$ cat config.mk
export PLATFORM = sky130hd
export DESIGN_NAME = mpa_window
export DESIGN_NICKNAME = d
export VERILOG_FILES = /design/src/sv/mpa_pkg.sv /design/src/sv/mpa_window.sv
export SDC_FILE = /design/constraint.sdc
export NUM_CORES = 2
export LEC_CHECK = 0
export ABC_AREA = 1
export BUFFER_PORTS_ARGS = -buffer_cell sky130_fd_sc_hd__buf_2
export CORE_ASPECT_RATIO = 0.8
export CORE_MARGIN = 2
export CORE_UTILIZATION = 38
export CTS_CLUSTER_SIZE = 14
export DETAILED_ROUTE_END_ITERATION = 8
export HOLD_SLACK_MARGIN = 0.05
export PLACE_DENSITY = 0.52
export SYNTH_ARGS = -nofsm -noshare
export SYNTH_HDL_FRONTEND = slang
export SYNTH_SLANG_ARGS = --single-unit
$ cat constraint.sdc
create_clock -name clock -period 8.2 [get_ports clock]
set_clock_uncertainty 0.05 [all_clocks]
set_input_delay 1.64 -clock clock [delete_from_list [all_inputs] [get_ports clock]]
set_output_delay 1.64 -clock clock [all_outputs]
set_load 0.005 [all_outputs]
$ cat src/sv/mpa_pkg.sv
// Shared constants, types and helpers of the max pool with argmax core.
package mpa_pkg;

   localparam int MAX_WIDTH  = 256;
   localparam int MAX_HEIGHT = 256;
   localparam int MAX_MAPS   = 16;
   localparam int HALF_W     = MAX_WIDTH / 2;
   localparam int HALF_H     = MAX_HEIGHT / 2;

   localparam int COL_W  = $clog2(MAX_WIDTH);
   localparam int ROW_W  = $clog2(MAX_HEIGHT);
   localparam int MAP_W  = $clog2(MAX_MAPS);
   localparam int PCOL_W = $clog2(HALF_W);
   localparam int PROW_W = $clog2(HALF_H);
   localparam int POS_AW = MAP_W + PROW_W + PCOL_W;

   // Field widths of the registers and items.
   localparam int DIM_W      = 9;
   localparam int MAPS_W     = 5;
   localparam int VALUE_W    = 16;
   localparam int POS_CODE_W = 3;

   localparam int CSR_DATA_W = 32;
   localparam int CSR_ADDR_W = 4;
   localparam int REG_IDX_W  = 2;

   localparam logic [REG_IDX_W-1:0] REG_IMAGE_WIDTH  = 2'd0;
   localparam logic [REG_IDX_W-1:0] REG_IMAGE_HEIGHT = 2'd1;
   localparam logic [REG_IDX_W-1:0] REG_MAP_COUNT    = 2'd2;

   localparam logic KIND_FWD = 1'b0;
   localparam logic KIND_BWD = 1'b1;

   // Window position codes: none, then top-left .. bottom-right.
   localparam logic [POS_CODE_W-1:0] POS_NONE = 3'd0;
   localparam logic [1:0] WP_TOP_LEFT  = 2'd0;
   localparam logic [1:0] WP_TOP_RIGHT = 2'd1;
   localparam logic [1:0] WP_BOT_LEFT  = 2'd2;
   localparam logic [1:0] WP_BOT_RIGHT = 2'd3;

   localparam logic [DIM_W-1:0]  DIM_MIN  = DIM_W'(2);
   localparam logic [DIM_W-1:0]  WIDTH_MAX  = DIM_W'(MAX_WIDTH);
   localparam logic [DIM_W-1:0]  HEIGHT_MAX = DIM_W'(MAX_HEIGHT);
   localparam logic [MAPS_W-1:0] MAPS_MIN = MAPS_W'(1);
   localparam logic [MAPS_W-1:0] MAPS_MAX = MAPS_W'(MAX_MAPS);

   // Clamped configuration as the datapath uses it.
   typedef struct packed {
      logic [DIM_W-1:0]  width;
      logic [DIM_W-1:0]  height;
      logic [MAPS_W-1:0] maps;
   } cfg_type;

   // Forward item as it sits in the input stage.
   typedef struct packed {
      logic                      ok;
      logic [1:0]                wpos;
      logic [PCOL_W-1:0]         wcol;
      logic signed [VALUE_W-1:0] value;
   } fwd_item_type;

   // Running maximum with its position code.
   typedef struct packed {
      logic signed [VALUE_W-1:0] maxv;
      logic [POS_CODE_W-1:0]     pos;
   } win_entry_type;

   // Window outcome for a completed window.
   typedef struct packed {
      logic [POS_CODE_W-1:0]     pos;
      logic signed [VALUE_W-1:0] pooled;
   } win_res_type;

   function automatic logic [DIM_W-1:0] clamp_dim(input logic [DIM_W-1:0] v,
                                                  input logic [DIM_W-1:0] hi);
      logic [DIM_W-1:0] r;
      r = v;
      if (v < DIM_MIN) r = DIM_MIN;
      else if (v > hi) r = hi;
      return r;
   endfunction

   function automatic logic [MAPS_W-1:0] clamp_maps(input logic [MAPS_W-1:0] v);
      logic [MAPS_W-1:0] r;
      r = v;
      if (v < MAPS_MIN) r = MAPS_MIN;
      else if (v > MAPS_MAX) r = MAPS_MAX;
      return r;
   endfunction

   // Strict update of a running maximum by one sample.
   function automatic win_entry_type win_update(input win_entry_type e,
                                                input logic signed [VALUE_W-1:0] v,
                                                input logic [1:0] wp);
      win_entry_type r;
      r = e;
      if (v > e.maxv) begin
         r.maxv = v;
         r.pos  = {1'b0, wp} + POS_CODE_W'(1);
      end
      return r;
   endfunction

endpackage

$ cat src/sv/mpa_window.sv
// Running 2x2 window maximum: pair register plus a per-column window memory.
module mpa_window (
   input  logic                              clock,
   input  logic                              rd_en,
   input  logic [mpa_pkg::PCOL_W-1:0]        rd_col,
   input  logic                              advance,
   input  mpa_pkg::fwd_item_type             item,
   output mpa_pkg::win_res_type              res
);
   import mpa_pkg::*;

   win_entry_type win_mem [HALF_W];
   win_entry_type rd_ff;
   win_entry_type pair_ff, pair_in;
   win_entry_type zero_entry, from_zero, from_pair, final_entry;
   logic          wr_en;

   assign zero_entry = '{maxv: '0, pos: POS_NONE};
   assign from_zero  = win_update(zero_entry, item.value, item.wpos);
   assign from_pair  = win_update(pair_ff, item.value, item.wpos);

   // The bottom row pair beats the stored top row pair only when strictly larger.
   assign final_entry = (from_pair.maxv > rd_ff.maxv) ? from_pair : rd_ff;

   always_comb begin
      pair_in = pair_ff;
      wr_en   = 1'b0;
      case (item.wpos)
         WP_TOP_LEFT, WP_BOT_LEFT: pair_in = from_zero;
         WP_TOP_RIGHT: begin
            pair_in = from_pair;
            wr_en   = 1'b1;
         end
         WP_BOT_RIGHT: wr_en = 1'b1;
         default: ;
      endcase
   end

   always_ff @(posedge clock) begin
      if (advance && item.ok) begin
         pair_ff <= pair_in;
      end
   end

   // The top row pair is written at its right sample; the completed window at
   // the bottom right sample.
   always_ff @(posedge clock) begin
      if (advance && item.ok && wr_en) begin
         win_mem[item.wcol] <= (item.wpos == WP_TOP_RIGHT) ? from_pair : final_entry;
      end
   end

   always_ff @(posedge clock) begin
      if (rd_en) begin
         rd_ff <= win_mem[rd_col];
      end
   end

   assign res.pos    = final_entry.pos;
   assign res.pooled = final_entry.maxv >>> 1;

endmodule

==> summary.md <==
| Metric | Value |
|---|---|
| Violation count after the first detailed-routing iteration | `9,127` |
| Number of nets in the layout | `7,740` |
| Top achievable clock speed | `133 MHz` |
| Register cell area after layout | `74,200 um^2` |
| Clock share of power | `0.363` |
| Die H | `460 um` |
| Detailed-route via count | `65,700` |
| Mapped cell area | `98,900 um^2` |
| Number of clock sinks | `2,470` |
| Sum of overflow across all layers after global routing | `0` |
| Proportion of layout cells with a drive suffix above 1 | `0.0796` |
| Max Cap Violations | `0` |
| Number of global-route vias before repair | `60,900` |
| Setup repair after global routing missed its margin | `false` |
| End of the worst register-to-register path | `win_mem[36][1]` |
| Core footprint | `259,000 um^2` |
| Standard-cell rows | `167` |
| Max rail drop VDD | `0.176 mV` |
| Critical path required time | `6510 ps` |
| CTS tree | `built` |
| Number of storage elements in the synthesis netlist | `2,470` |
| Top-Level Pins | `55` |
| Deepest clock path buffer count | `4` |
| Worst skew pair latency | `880 ps` |
| Post-route DRC violation count | `0` |
| Cell variety after synth | `29` |
| Vias/cell | `5.80` |
| Quantity of I/O buffers inserted on ports | `54` |
| Hpwl dp | `169,000 um` |
| Clock slew at the register clock pins of the worst setup and hold paths | `60 ps` |
| Leading cell type in the layout, fill and taps excluded | `edfxtp_1` |
| Most frequent cells in the layout | `edfxtp_1, nor2_1, o21ai_0` |
| Part of the total power dissipated in sequential elements | `0.524` |
| Wire length of the first global-routing pass | `458,000 um` |
| Initial core utilization | `0.382` |
| Actual transition at the worst max-transition pin | `1200 ps` |
| Worst min-delay path endpoint | `pair_ff[0]` |
| CP Max Fanout | `22` |
| Shortest period the worst path allows | `7520 ps` |
| Setup Total Neg Slack | `0 ps` |
| Sw Ratio | `0.261` |
| Int Pwr | `21,400 uW` |
| Total global routing track utilization | `0.239` |
| Gate Count Post-Synth | `7,827` |
| Multi-input gate area in the final layout | `23,100 um^2` |
| Count of buffers added by post-CTS timing repair for setup | `0` |
| Hold/Removal Path Class | `flop to flop` |
| Hold Path Stages | `4` |
| Critical Path AT | `5830 ps` |
| Critical path endpoint category | `output pin` |
| Pwr Density | `262 nW/um^2` |
| Initial antenna violation count | `21` |
| Final count of hold timing violations | `0` |
| Pins over their slew limit | `0` |
| Clk root buf | `clkbuf_16` |
| Area growth from synthesis to final layout | `11.7%` |
| Critical Path Start Type | `input port` |
| Number of cells on the worst reg-to-reg path | `25` |
| Reg2reg start | `pair_ff[18]` |
| Run status | `completed` |
| Fillers | `23,800` |
| Endpoints failing setup | `0` |
| Part of the Yosys area used for sequential elements | `0.750` |
| Share of power burned in combinational logic | `0.113` |
| Routed len/inst | `28.5 um` |
| Post_cts resized | `0` |
| Kind of critical path | `input port to output pin` |
| Pre-CTS worst setup slack | `745 ps` |
| Total wire length after detailed routing | `323,000 um` |
| DR pass1 iterations | `8` |
| Number of hold-repair buffers added at the cts stage | `0` |
| Worst rel slew slack | `0.203` |
| Number of buffers created by CTS | `239` |
| Reported net switching power | `7550 uW` |
| Share of the cycle needed by the critical path after routing | `0.917` |
| Total of warnings raised by yosys | `0` |
| Leakage dissipation | `0.0351 uW` |
| Dpl cells | `10,900` |
| Setup WS post-layout | `683 ps` |
| Startpoint of the most critical hold path | `pair_ff[0]` |
| Die area | `264,000 um^2` |
| Antenna-violating nets left | `0` |
| CTS HTree Levels | `4` |
| Net count after synthesis | `7,897` |
| Maximum number of pins on one net before global-route repair | `188` |
| Critical Path Source | `item[15]` |
| Placer congestion estimate | `0.862` |
| Final cell count without fillers | `11,300` |
| Width of the die | `574 um` |
| Average instance area after synthesis | `12.6 um^2` |
| Worst reg-to-reg setup slack | `2230 ps` |
==> sequential cells by signal, indices dropped and copies added, names as in the netlist <==
signal   count
rd_ff       19
pair_ff     19
win_mem   2432
==> synthesized netlist by cell type (all sizes together) <==
| cell type | number | share of area |
|---|---|---|
| o22ai | 608 | 0.038 |
| a21oi | 13 | 0.00066 |
| nor2 | 1362 | 0.052 |
| nand4 | 21 | 0.0013 |
| nor4 | 3 | 0.00019 |
| and2 | 18 | 0.0011 |
| buf | 195 | 0.010 |
| nand3 | 615 | 0.031 |
| ha | 34 | 0.0043 |
| nor3 | 12 | 0.00066 |
| inv | 80 | 0.0031 |
| a211oi | 1 | 0.00013 |
| nand2 | 807 | 0.031 |
| edfxtp | 2470 | 0.75 |
| o21ai | 1226 | 0.062 |
| clkinv | 1 | 0.000038 |
| clkbuf | 359 | 0.014 |
| a21o | 2 | 0.00015 |
==> kinds of logic after synthesis <==
logic type	synth area share
DFF	0.750
adders and majority gates	0.00430
AOI/OAI and AO/OA	0.101
and+or+nand+nor	0.117
buffers and inverters	0.0271
==> area by class of cell <==
class                      count  area share
sequential                  2470       0.672
multi-input combinational   4722       0.209
clock buffer                 291      0.0559
tap                         3464      0.0392
timing repair buffer         156      0.0123
clock inverter               135     0.00885
inverter                      81     0.00308
antenna                        9    0.000204
==> worst max-delay path, stage by stage <==
cell and delay, ps:
buf_2 130, ha_1 340, nand2_1 110, nor3_2 290, nand2_1 140, nand2_1 90, nand2_2 220, nand3_1 140
buf_4 300, nand2_1 80, o21ai_1 80, inv_1 70, ha_1 310, nand2_1 90, nor3_1 320, nand2_1 110
nand2_1 80, nand2_1 50, nand2_1 100, nor2_4 40, inv_1 560, nand2_1 160, and2_1 240, buf_2 130
==> worst max path at each step <==
stage                     cells past startpoint            end  slack, ps
after floorplan                              22  win_mem[0][3]       1390
after global placement                       23        res[15]        720
after detailed placement                     24         res[1]        750
after CTS                                    24         res[1]        730
after global routing                         24         res[1]        280
final                                        24         res[8]        680
==> layer usage <==
| layer | up-vias | global-route usage | part of all wire |
|---|---|---|---|
| li1 | 28600 | - | - |
| met1 | 33600 | 0.359 | 0.45 |
| met2 | 3025 | 0.351 | 0.43 |
| met3 | 469 | 0.0441 | 0.088 |
| met4 | 6 | 0.0684 | 0.030 |
| met5 | - | 0 | 0.00011 |
==> metrics by stage <==
step / hold WS (ps) / total power [uW] / area (um^2) / util
6_report: 690 / 29000 / 110000 / 0.427
5_1_grt: 795 / 29800 / 110000 / 0.427
4_1_cts: 701 / 29100 / 110000 / 0.427
3_5_place_dp: 673 / 18700 / 103000 / 0.399
3_3_place_gp: 693 / 18700 / 103000 / 0.399
2_1_floorplan: 568 / 17200 / 98900 / -
==> power by group through the flow <==
| stage | clock [uW] | sequential, uW | combinational, uW |
|---|---|---|---|
| 2_1_floorplan | 0 | 15600 | 1620 |
| 3_3_place_gp | 0 | 15400 | 3210 |
| 3_5_place_dp | 0 | 15400 | 3270 |
| 4_1_cts | 10600 | 15200 | 3270 |
| 5_1_grt | 11100 | 15200 | 3530 |
| 6_report | 10500 | 15200 | 3280 |
No activity file was read; power rests on OpenSTA's default activity.
