===== config.mk =====
export PLATFORM = sky130hd
export DESIGN_NAME = mpa_csr
export DESIGN_NICKNAME = d
export VERILOG_FILES = /design/src/sv/mpa_pkg.sv /design/src/sv/mpa_csr.sv
export SDC_FILE = /design/constraint.sdc
export NUM_CORES = 1
export LEC_CHECK = 0
export BUFFER_PORTS_ARGS = -buffer_cell sky130_fd_sc_hd__buf_2
export CAP_MARGIN = 20
export CORE_ASPECT_RATIO = 0.5
export CORE_MARGIN = 2
export CORE_UTILIZATION = 38
export CTS_CLUSTER_DIAMETER = 40
export DETAILED_ROUTE_END_ITERATION = 8
export PLACE_DENSITY_LB_ADDON = 0.12
export SYNTH_ARGS = -nofsm -noshare
export SYNTH_HDL_FRONTEND = slang
export SYNTH_SLANG_ARGS = --single-unit

===== constraint.sdc =====
create_clock -name clock -period 1.04 [get_ports clock]
set_input_delay 0.156 -clock clock [delete_from_list [all_inputs] [get_ports clock]]
set_output_delay 0.156 -clock clock [all_outputs]
set_load 0.05 [all_outputs]

===== src/sv/mpa_pkg.sv =====
// Shared constants, types and helpers of the max pool with argmax core.
package mpa_pkg;

   localparam int MAX_WIDTH  = 256;
   localparam int MAX_HEIGHT = 256;
   localparam int MAX_MAPS   = 16;
   localparam int HALF_W     = MAX_WIDTH / 2;
   localparam int HALF_H     = MAX_HEIGHT / 2;

   localparam int COL_W  = $clog2(MAX_WIDTH);
   localparam int ROW_W  = $clog2(MAX_HEIGHT);
   localparam int MAP_W  = $clog2(MAX_MAPS);
   localparam int PCOL_W = $clog2(HALF_W);
   localparam int PROW_W = $clog2(HALF_H);
   localparam int POS_AW = MAP_W + PROW_W + PCOL_W;

   // Field widths of the registers and items.
   localparam int DIM_W      = 9;
   localparam int MAPS_W     = 5;
   localparam int VALUE_W    = 16;
   localparam int POS_CODE_W = 3;

   localparam int CSR_DATA_W = 32;
   localparam int CSR_ADDR_W = 4;
   localparam int REG_IDX_W  = 2;

   localparam logic [REG_IDX_W-1:0] REG_IMAGE_WIDTH  = 2'd0;
   localparam logic [REG_IDX_W-1:0] REG_IMAGE_HEIGHT = 2'd1;
   localparam logic [REG_IDX_W-1:0] REG_MAP_COUNT    = 2'd2;

   localparam logic KIND_FWD = 1'b0;
   localparam logic KIND_BWD = 1'b1;

   // Window position codes: none, then top-left .. bottom-right.
   localparam logic [POS_CODE_W-1:0] POS_NONE = 3'd0;
   localparam logic [1:0] WP_TOP_LEFT  = 2'd0;
   localparam logic [1:0] WP_TOP_RIGHT = 2'd1;
   localparam logic [1:0] WP_BOT_LEFT  = 2'd2;
   localparam logic [1:0] WP_BOT_RIGHT = 2'd3;

   localparam logic [DIM_W-1:0]  DIM_MIN  = DIM_W'(2);
   localparam logic [DIM_W-1:0]  WIDTH_MAX  = DIM_W'(MAX_WIDTH);
   localparam logic [DIM_W-1:0]  HEIGHT_MAX = DIM_W'(MAX_HEIGHT);
   localparam logic [MAPS_W-1:0] MAPS_MIN = MAPS_W'(1);
   localparam logic [MAPS_W-1:0] MAPS_MAX = MAPS_W'(MAX_MAPS);

   // Clamped configuration as the datapath uses it.
   typedef struct packed {
      logic [DIM_W-1:0]  width;
      logic [DIM_W-1:0]  height;
      logic [MAPS_W-1:0] maps;
   } cfg_type;

   // Forward item as it sits in the input stage.
   typedef struct packed {
      logic                      ok;
      logic [1:0]                wpos;
      logic [PCOL_W-1:0]         wcol;
      logic signed [VALUE_W-1:0] value;
   } fwd_item_type;

   // Running maximum with its position code.
   typedef struct packed {
      logic signed [VALUE_W-1:0] maxv;
      logic [POS_CODE_W-1:0]     pos;
   } win_entry_type;

   // Window outcome for a completed window.
   typedef struct packed {
      logic [POS_CODE_W-1:0]     pos;
      logic signed [VALUE_W-1:0] pooled;
   } win_res_type;

   function automatic logic [DIM_W-1:0] clamp_dim(input logic [DIM_W-1:0] v,
                                                  input logic [DIM_W-1:0] hi);
      logic [DIM_W-1:0] r;
      r = v;
      if (v < DIM_MIN) r = DIM_MIN;
      else if (v > hi) r = hi;
      return r;
   endfunction

   function automatic logic [MAPS_W-1:0] clamp_maps(input logic [MAPS_W-1:0] v);
      logic [MAPS_W-1:0] r;
      r = v;
      if (v < MAPS_MIN) r = MAPS_MIN;
      else if (v > MAPS_MAX) r = MAPS_MAX;
      return r;
   endfunction

   // Strict update of a running maximum by one sample.
   function automatic win_entry_type win_update(input win_entry_type e,
                                                input logic signed [VALUE_W-1:0] v,
                                                input logic [1:0] wp);
      win_entry_type r;
      r = e;
      if (v > e.maxv) begin
         r.maxv = v;
         r.pos  = {1'b0, wp} + POS_CODE_W'(1);
      end
      return r;
   endfunction

endpackage


===== src/sv/mpa_csr.sv =====
// APB configuration registers with range clamping.
module mpa_csr (
   input  logic                            clock,
   input  logic                            reset,
   input  logic                            psel,
   input  logic                            penable,
   input  logic                            pwrite,
   input  logic [mpa_pkg::CSR_ADDR_W-1:0]  paddr,
   input  logic [mpa_pkg::CSR_DATA_W-1:0]  pwdata,
   output logic [mpa_pkg::CSR_DATA_W-1:0]  prdata,
   output logic                            pready,
   output mpa_pkg::cfg_type                cfg
);
   import mpa_pkg::*;

   logic [DIM_W-1:0]     width_ff, height_ff;
   logic [MAPS_W-1:0]    maps_ff;
   logic                 wr_en;
   logic [REG_IDX_W-1:0] idx;

   assign pready = 1'b1;
   assign wr_en  = psel && penable && pwrite;
   assign idx    = paddr[CSR_ADDR_W-1:2];

   always_ff @(posedge clock) begin
      if (reset) begin
         width_ff  <= WIDTH_MAX;
         height_ff <= HEIGHT_MAX;
         maps_ff   <= MAPS_MIN;
      end else if (wr_en) begin
         case (idx)
            REG_IMAGE_WIDTH:  width_ff  <= pwdata[DIM_W-1:0];
            REG_IMAGE_HEIGHT: height_ff <= pwdata[DIM_W-1:0];
            REG_MAP_COUNT:    maps_ff   <= pwdata[MAPS_W-1:0];
            default: ;
         endcase
      end
   end

   always_comb begin
      case (idx)
         REG_IMAGE_WIDTH:  prdata = CSR_DATA_W'(width_ff);
         REG_IMAGE_HEIGHT: prdata = CSR_DATA_W'(height_ff);
         REG_MAP_COUNT:    prdata = CSR_DATA_W'(maps_ff);
         default:          prdata = '0;
      endcase
   end

   assign cfg.width  = clamp_dim(width_ff, WIDTH_MAX);
   assign cfg.height = clamp_dim(height_ff, HEIGHT_MAX);
   assign cfg.maps   = clamp_maps(maps_ff);

endmodule


==> metrics.csv, run 1 <==
stage;metric;value;unit
yosys;synth_compound_area_frac;0.03215;
routing;avgRoutedWirePerCell;14.00;µm
floorplan;fp.dieW;93.38;µm
setup_path;worstRegToRegCells;4;
run;max_cap_violations;0;
setup_path;r2r_end;width_ff[1];
floorplan;pin_count;97;
clock_network;cts.sinks;23;
yosys;ys_ff_latch;23;
routing;detail_route.iter0.violations;26;
floorplan;die_height;48.69;µm
routing;dr_total_vias;1456;
finish;nNetsFinal;300;
yosys;avgSynthCellArea;8.526;µm²
global_routing;track_usage;0.2047;
sta;fin_crit;1.513;ns
yosys;synthSimpleGateAreaFrac;0.2885;
yosys;synthXorXnorAreaFrac;0;
sta;drv_slew;0;
floorplan;die_area;4546;µm²
routing;drt_wl_total;4367;µm
finish;fin_cells;312;
setup_path;r2r_start;width_ff[1];
outcome;status;complete, but fails checks;
yosys;synth_cells;178;
clock_network;htreeDepth;1;
routing;first_pass_iters;3;
setup_path;required;0.88;ns
global_routing;grt_pass1_wl;7300;µm
sta;period_share;1.455;
floorplan;core-area;3864;µm²
clock_network;cts_buffers;3;
yosys;async_flop_share;0;
sta;fin_worst_skew;0;ns
power_and_ir_drop;powerDensity;717.1;nW/µm²
routing;wl_met1;2046;µm
min_path;hold_path_depth;3;
placed_design;io_buffers;47;
yosys;yosysWarnings;0;
setup_path;critPathLaunchType;flop;
sta;hold_violations;0;
routing;ant_nets;0;
global_routing;grt_pass1_vias;1500;
yosys;synth_top_family_by_area;simple AND/OR/NAND/NOR gates;
placed_design;dp_hpwl;3109;µm
sta;rsz0062_at_grt;true;
yosys;muxShareOfSynthArea;0.2110;
clock_network;clk_pin_slew;0.08;ns
placed_design;pre_cts_ws;-0.2694;ns
yosys;synth.most_common_cell;mux2i_1;
yosys;synth-seq-area-share;0.3034;
min_path;hold_end;height_ff[8];
setup_path;end_kind;primary output;
min_path;min_path_type;input pin to flop;
global_routing;antenna_found_initial;0;
setup_path;path_class;flop to primary output;
finish;antenna_cells;0;
finish;nFillCells;260;
yosys;synthAdderAreaFrac;0;
finish;drive_gt1_frac;0.6240;
placed_design;gp_congestion;0.7575;
yosys;yosys-top-cells-area;dfxtp_1 30%, mux2i_1 21%, nand2b_1 12%, buf_4 12%, nor2b_1 6.2%;
clock_network;insertion_delay;0.26;ns
placed_design;dp.cells;302;
yosys;yosys-top-cells-count;32 x mux2i_1, 29 x nand2b_1, 24 x buf_4;
sta;setup_ws;-0.4731;ns
power_and_ir_drop;power.total;0.002033;W
clock_network;clockBufferDepth;2;
routing;routed_via_density;4.667;
sta;max_freq;0.6609;GHz
finish;syn_to_final_growth;86.81;%
yosys;synth_top_area_frac;0.3034;
outcome;violations;negative setup slack;
global_routing;overflow;0;
sta;finalSetupViolations;32;
setup_path;critPathArrivalTime;1.36;ns
routing;wl_met2;2051;µm
power_and_ir_drop;ir_drop;457.4;µV
yosys;yosysUniqueCellTypes;24;
routing;wl_met3;202;µm
power_and_ir_drop;leakage;1.191;nW
yosys;synthesis.area;1518;µm²
setup_path;path_max_fanout;2;
clock_network;root_buffer;clkbuf_8;
floorplan;rows;16;
min_path;min_from;pwdata[8];
routing;highest_layer;met4;
clock_network;cts_tree;built;
global_routing;grt_max_degree;16;
floorplan;start_util;0.3928;
sta;hold_slack;0.1769;ns
setup_path;reg2reg_slack;0.18;ns
yosys;yosysTopAreaCell;dfxtp_1;
routing;drcViolationCount;0;
yosys;synth_flop_cell;dfxtp_1;
yosys;synth_edf_count;0;
## worst max-delay path, stage by stage (launching register included)
cell and delay [ns]:
dfxtp_2 0.34, nor4_4 0.32, buf_4 0.17, a311oi_4 0.09, buf_6 0.17
## what timing repair did
| item | 4_1_cts | 5_1_grt |
|---|---|---|
| gates resized for setup | 129 | 13 |
| endpoints found under the setup margin | 32 | 38 |
| hold buffers | 0 | 0 |
| setup buffers | 6 | 1 |
| pin swaps | 7 | 2 |
## layout by cell type, fill, tap and decap left out
cell / netlist / layout
inv_1: 2 / 2
a21oi_2: 0 / 1
dfxtp_2: 0 / 11
buf_4: 24 / 24
or3b_1: 1 / 1
clkbuf_8: 0 / 3
conb_1: 2 / 24
a311oi_4: 0 / 1
buf_8: 0 / 12
clkbuf_1: 9 / 1
mux2i_4: 0 / 9
nor2_4: 0 / 6
nand2_1: 6 / 5
nor3_4: 1 / 1
nand4_2: 1 / 1
nor2_1: 13 / 7
nand2_2: 0 / 1
nand2b_1: 29 / 28
nor3_2: 0 / 2
o21ai_4: 0 / 5
nand3_2: 1 / 1
a21oi_4: 0 / 2
or3_1: 1 / 1
buf_12: 0 / 2
buf_6: 1 / 37
and2b_2: 0 / 1
nor2b_4: 0 / 15
nor4_4: 0 / 2
nand2b_4: 0 / 1
buf_2: 2 / 15
nor3b_1: 1 / 1
dfxtp_1: 23 / 4
dfxtp_4: 0 / 8
mux2i_1: 32 / 23
## area by class of cell
type	count	area, µm²	area share
Tap cell	54	67.56	0.02383
Clock buffer	4	45.04	0.01589
Timing Repair Buffer	90	892.1	0.3147
Inverter	2	7.507	0.002648
Multi-Input combinational cell	139	1319	0.4651
Sequential cell	23	504.2	0.1778
## stage by stage
stage | setup TNS [ns] | instance area, µm² | utilization
4_1_cts | -6.736 | 2799 | 0.7244
3_3_place_gp | -5.496 | 2258 | 0.5845
6_report | -6.560 | 2835 | 0.7338
3_5_place_dp | -6.244 | 2258 | 0.5845
5_1_grt | -7.915 | 2835 | 0.7338
2_1_floorplan | -0.7900 | 1913 | -
## per-layer routing
layer / vias up / GRT usage
met3: 8 / 0.04517
met5: - / 0
met4: 0 / 0.05147
met2: 52 / 0.3345
met1: 702 / 0.2757
li1: 694 / -
## registers in the layout, indices dropped and copies added (netlist names)
| register | flops |
|---|---|
| height_ff | 9 |
| width_ff | 9 |
| maps_ff | 5 |
## where the power goes
part	internal [W]	switching, W	leakage [nW]
combinational	0.000197	0.000394	0.974
clock	0.000273	0.000280	0.0228
sequential	0.000874	0.0000148	0.195
total	0.00134	0.000689	1.19
## logic make-up (layout without fill, tap and decap cells)
family / Yosys count / count (layout)
buf+inv: 38 / 96
other cells: 2 / 24
flops: 23 / 23
mux: 32 / 32
compound gates: 9 / 9
simple gates: 74 / 74
## worst max-delay path by stage
stage | slack (ns) | startpoint | depth (start not counted) | endpoint
after detailed placement | -0.27 | height_ff[7] | 4 | cfg[6]
after floorplan | -0.25 | height_ff[7] | 3 | cfg[6]
after CTS | -0.47 | height_ff[7] | 4 | cfg[6]
after global placement | -0.25 | height_ff[7] | 4 | cfg[6]
final | -0.47 | height_ff[4] | 4 | cfg[5]
after global routing | -0.52 | height_ff[4] | 4 | cfg[5]
Power figures use the tool's default switching activity.
==> inputs of run 2 (changes only) <==
--- a/config.mk
+++ b/config.mk
@@ -5,11 +5,13 @@
 export SDC_FILE = /design/constraint.sdc
 export NUM_CORES = 1
 export LEC_CHECK = 0
+export ABC_CLOCK_PERIOD_IN_PS = 1040
 export BUFFER_PORTS_ARGS = -buffer_cell sky130_fd_sc_hd__buf_2
 export CAP_MARGIN = 20
 export CORE_ASPECT_RATIO = 0.5
 export CORE_MARGIN = 2
-export CORE_UTILIZATION = 38
+export CORE_UTILIZATION = 40
+export CTS_BUF_LIST = sky130_fd_sc_hd__clkbuf_2
 export CTS_CLUSTER_DIAMETER = 40
 export DETAILED_ROUTE_END_ITERATION = 8
 export PLACE_DENSITY_LB_ADDON = 0.12
==> metrics.csv, run 2 (synthesized netlist as in run 1, its figures left out) <==
stage;metric;value;unit
placed_design;pre_cts_ws;-0.2541;ns
power_and_ir_drop;powerDensity;639.0;nW/µm²
finish;reg_top3;height_ff x9, width_ff x9, maps_ff x5;
outcome;violations;negative setup slack;
clock_network;root_buffer;clkbuf_2;
clock_network;insertion_delay;0.34;ns
power_and_ir_drop;ir_drop;396.3;µV
floorplan;rows;15;
floorplan;die_area;4333;µm²
sta;rsz0062_at_grt;true;
placed_design;dp_hpwl;3297;µm
finish;antenna_cells;0;
global_routing;grt_max_degree;17;
sta;drv_slew;0;
clock_network;cts.sinks;23;
sta;setup_ws;-0.6144;ns
sta;max_freq;0.6044;GHz
setup_path;reg2reg_slack;0.04;ns
setup_path;startpoint;height_ff[4];
finish;fin_cells;315;
routing;routed_via_density;4.702;
sta;finalSetupViolations;32;
clock_network;cts_buffers;3;
routing;drcViolationCount;0;
routing;detail_route.iter0.violations;53;
clock_network;htreeDepth;1;
setup_path;path_class;flop to primary output;
floorplan;fp.dieW;91.11;µm
global_routing;antenna_found_initial;0;
clock_network;hold_buffers;0;
finish;nNetsFinal;306;
setup_path;r2r_start;height_ff[7];
global_routing;overflow;0;
global_routing;grt_pass1_wl;7341;µm
setup_path;crit_buf_inv;2;
routing;first_pass_iters;4;
routing;avgRoutedWirePerCell;15.26;µm
routing;drt_wl_total;4806;µm
setup_path;end_kind;primary output;
finish;final_area;2933;µm²
placed_design;gp_congestion;0.7845;
power_and_ir_drop;leakage;1.262;nW
setup_path;critPathLaunchType;flop;
clock_network;cts_tree;built;
setup_path;critPathSlowestCell;dfxtp_2;
floorplan;pin_count;97;
run;max_cap_violations;0;
setup_path;required;0.88;ns
routing;dr_total_vias;1481;
sta;fin_worst_skew;0;ns
finish;nFillCells;208;
setup_path;path_max_fanout;2;
sta;period_share;1.591;
finish;final_cell_mix;42 x buf_6, 28 x nand2b_1, 24 x conb_1, 24 x buf_4, 23 x mux2i_1;
placed_design;placed_area;2297;µm²
clock_network;clockBufferDepth;2;
sta;fin_crit;1.654;ns
outcome;status;complete, but fails checks;
min_path;min_from;pwdata[6];
sta;fin_setup_tns;-10.66;ns
finish;syn_to_final_growth;93.24;%
floorplan;start_util;0.4301;
finish;drive_gt1_frac;0.6477;
floorplan;core-area;3528;µm²
setup_path;critPathTopFamily;flip-flops;
placed_design;dp.cells;303;
global_routing;grt_pass1_vias;1452;
setup_path;critical-path-max-stage-delay;0.39;ns
min_path;min_path_type;input pin to flop;
setup_path;critPathArrivalTime;1.50;ns
floorplan;die_height;47.56;µm
finish;mostFrequentLayoutCell;buf_6;
routing;ant_nets;0;
global_routing;track_usage;0.2249;
power_and_ir_drop;power.total;0.001874;W
sta;hold_violations;0;
placed_design;io_buffers;47;
clock_network;clk_pin_slew;0.22;ns
setup_path;crit_chain;nor4_4 > buf_4 > a311oi_4 > buf_6;
-- run 2: worst paths after layout --
check / to / cells past startpoint
max: cfg[5] / 4
min: width_ff[6] / 3
max reg2reg: height_ff[7] / 5
min reg2reg: maps_ff[0] / 2
-- run 2: power breakdown --
group	internal (W)	total [W]	switching (W)	leakage, nW
clock	0.000102	0.000382	0.000281	0.0166
sequential	0.000866	0.000882	0.0000163	0.197
combinational	0.000207	0.000610	0.000403	1.05
total	0.00117	0.00187	0.000700	1.26
-- run 2: per-stage QoR --
step	hold WS, ns	utilization
CTS	0.07320	0.8152
global route	0.05022	0.8312
finish	0.08184	0.8312
detailed placement	0.4616	0.6511
floorplan	0.3172	-
global placement	0.4278	0.6511
-- run 2: area by class of cell --
cell class              instances  area [µm²]  share of cell area
clock buffers                   4       20.02            0.006826
flip-flops and latches         23       518.0              0.1766
well taps                      51       63.81             0.02176
inverters                       2       7.507            0.002560
multi-input cells             139        1343              0.4578
repair buffers                 96       980.9              0.3345
-- run 2: per-layer routing --
layer	vias up	global-route usage	part of all wire
met2	47	0.4711	0.52
met5	-	0	0
met4	0	0.03636	0.0044
met1	725	0.2617	0.43
met3	2	0.03465	0.042
li1	707	-	-
-- run 2: worst register-to-register path: cells and delay by family (launching register included) --
kind          cells  cell delay [ns]
buf+inv           3             0.36
flops             1             0.41
mux               1             0.07
simple gates      1             0.08
-- run 2: timing repair --
action	CTS	global route
setup buffers	8	2
gates cloned	1	0
endpoints found under the setup margin	32	32
resized for setup	142	15
pin swaps	8	3
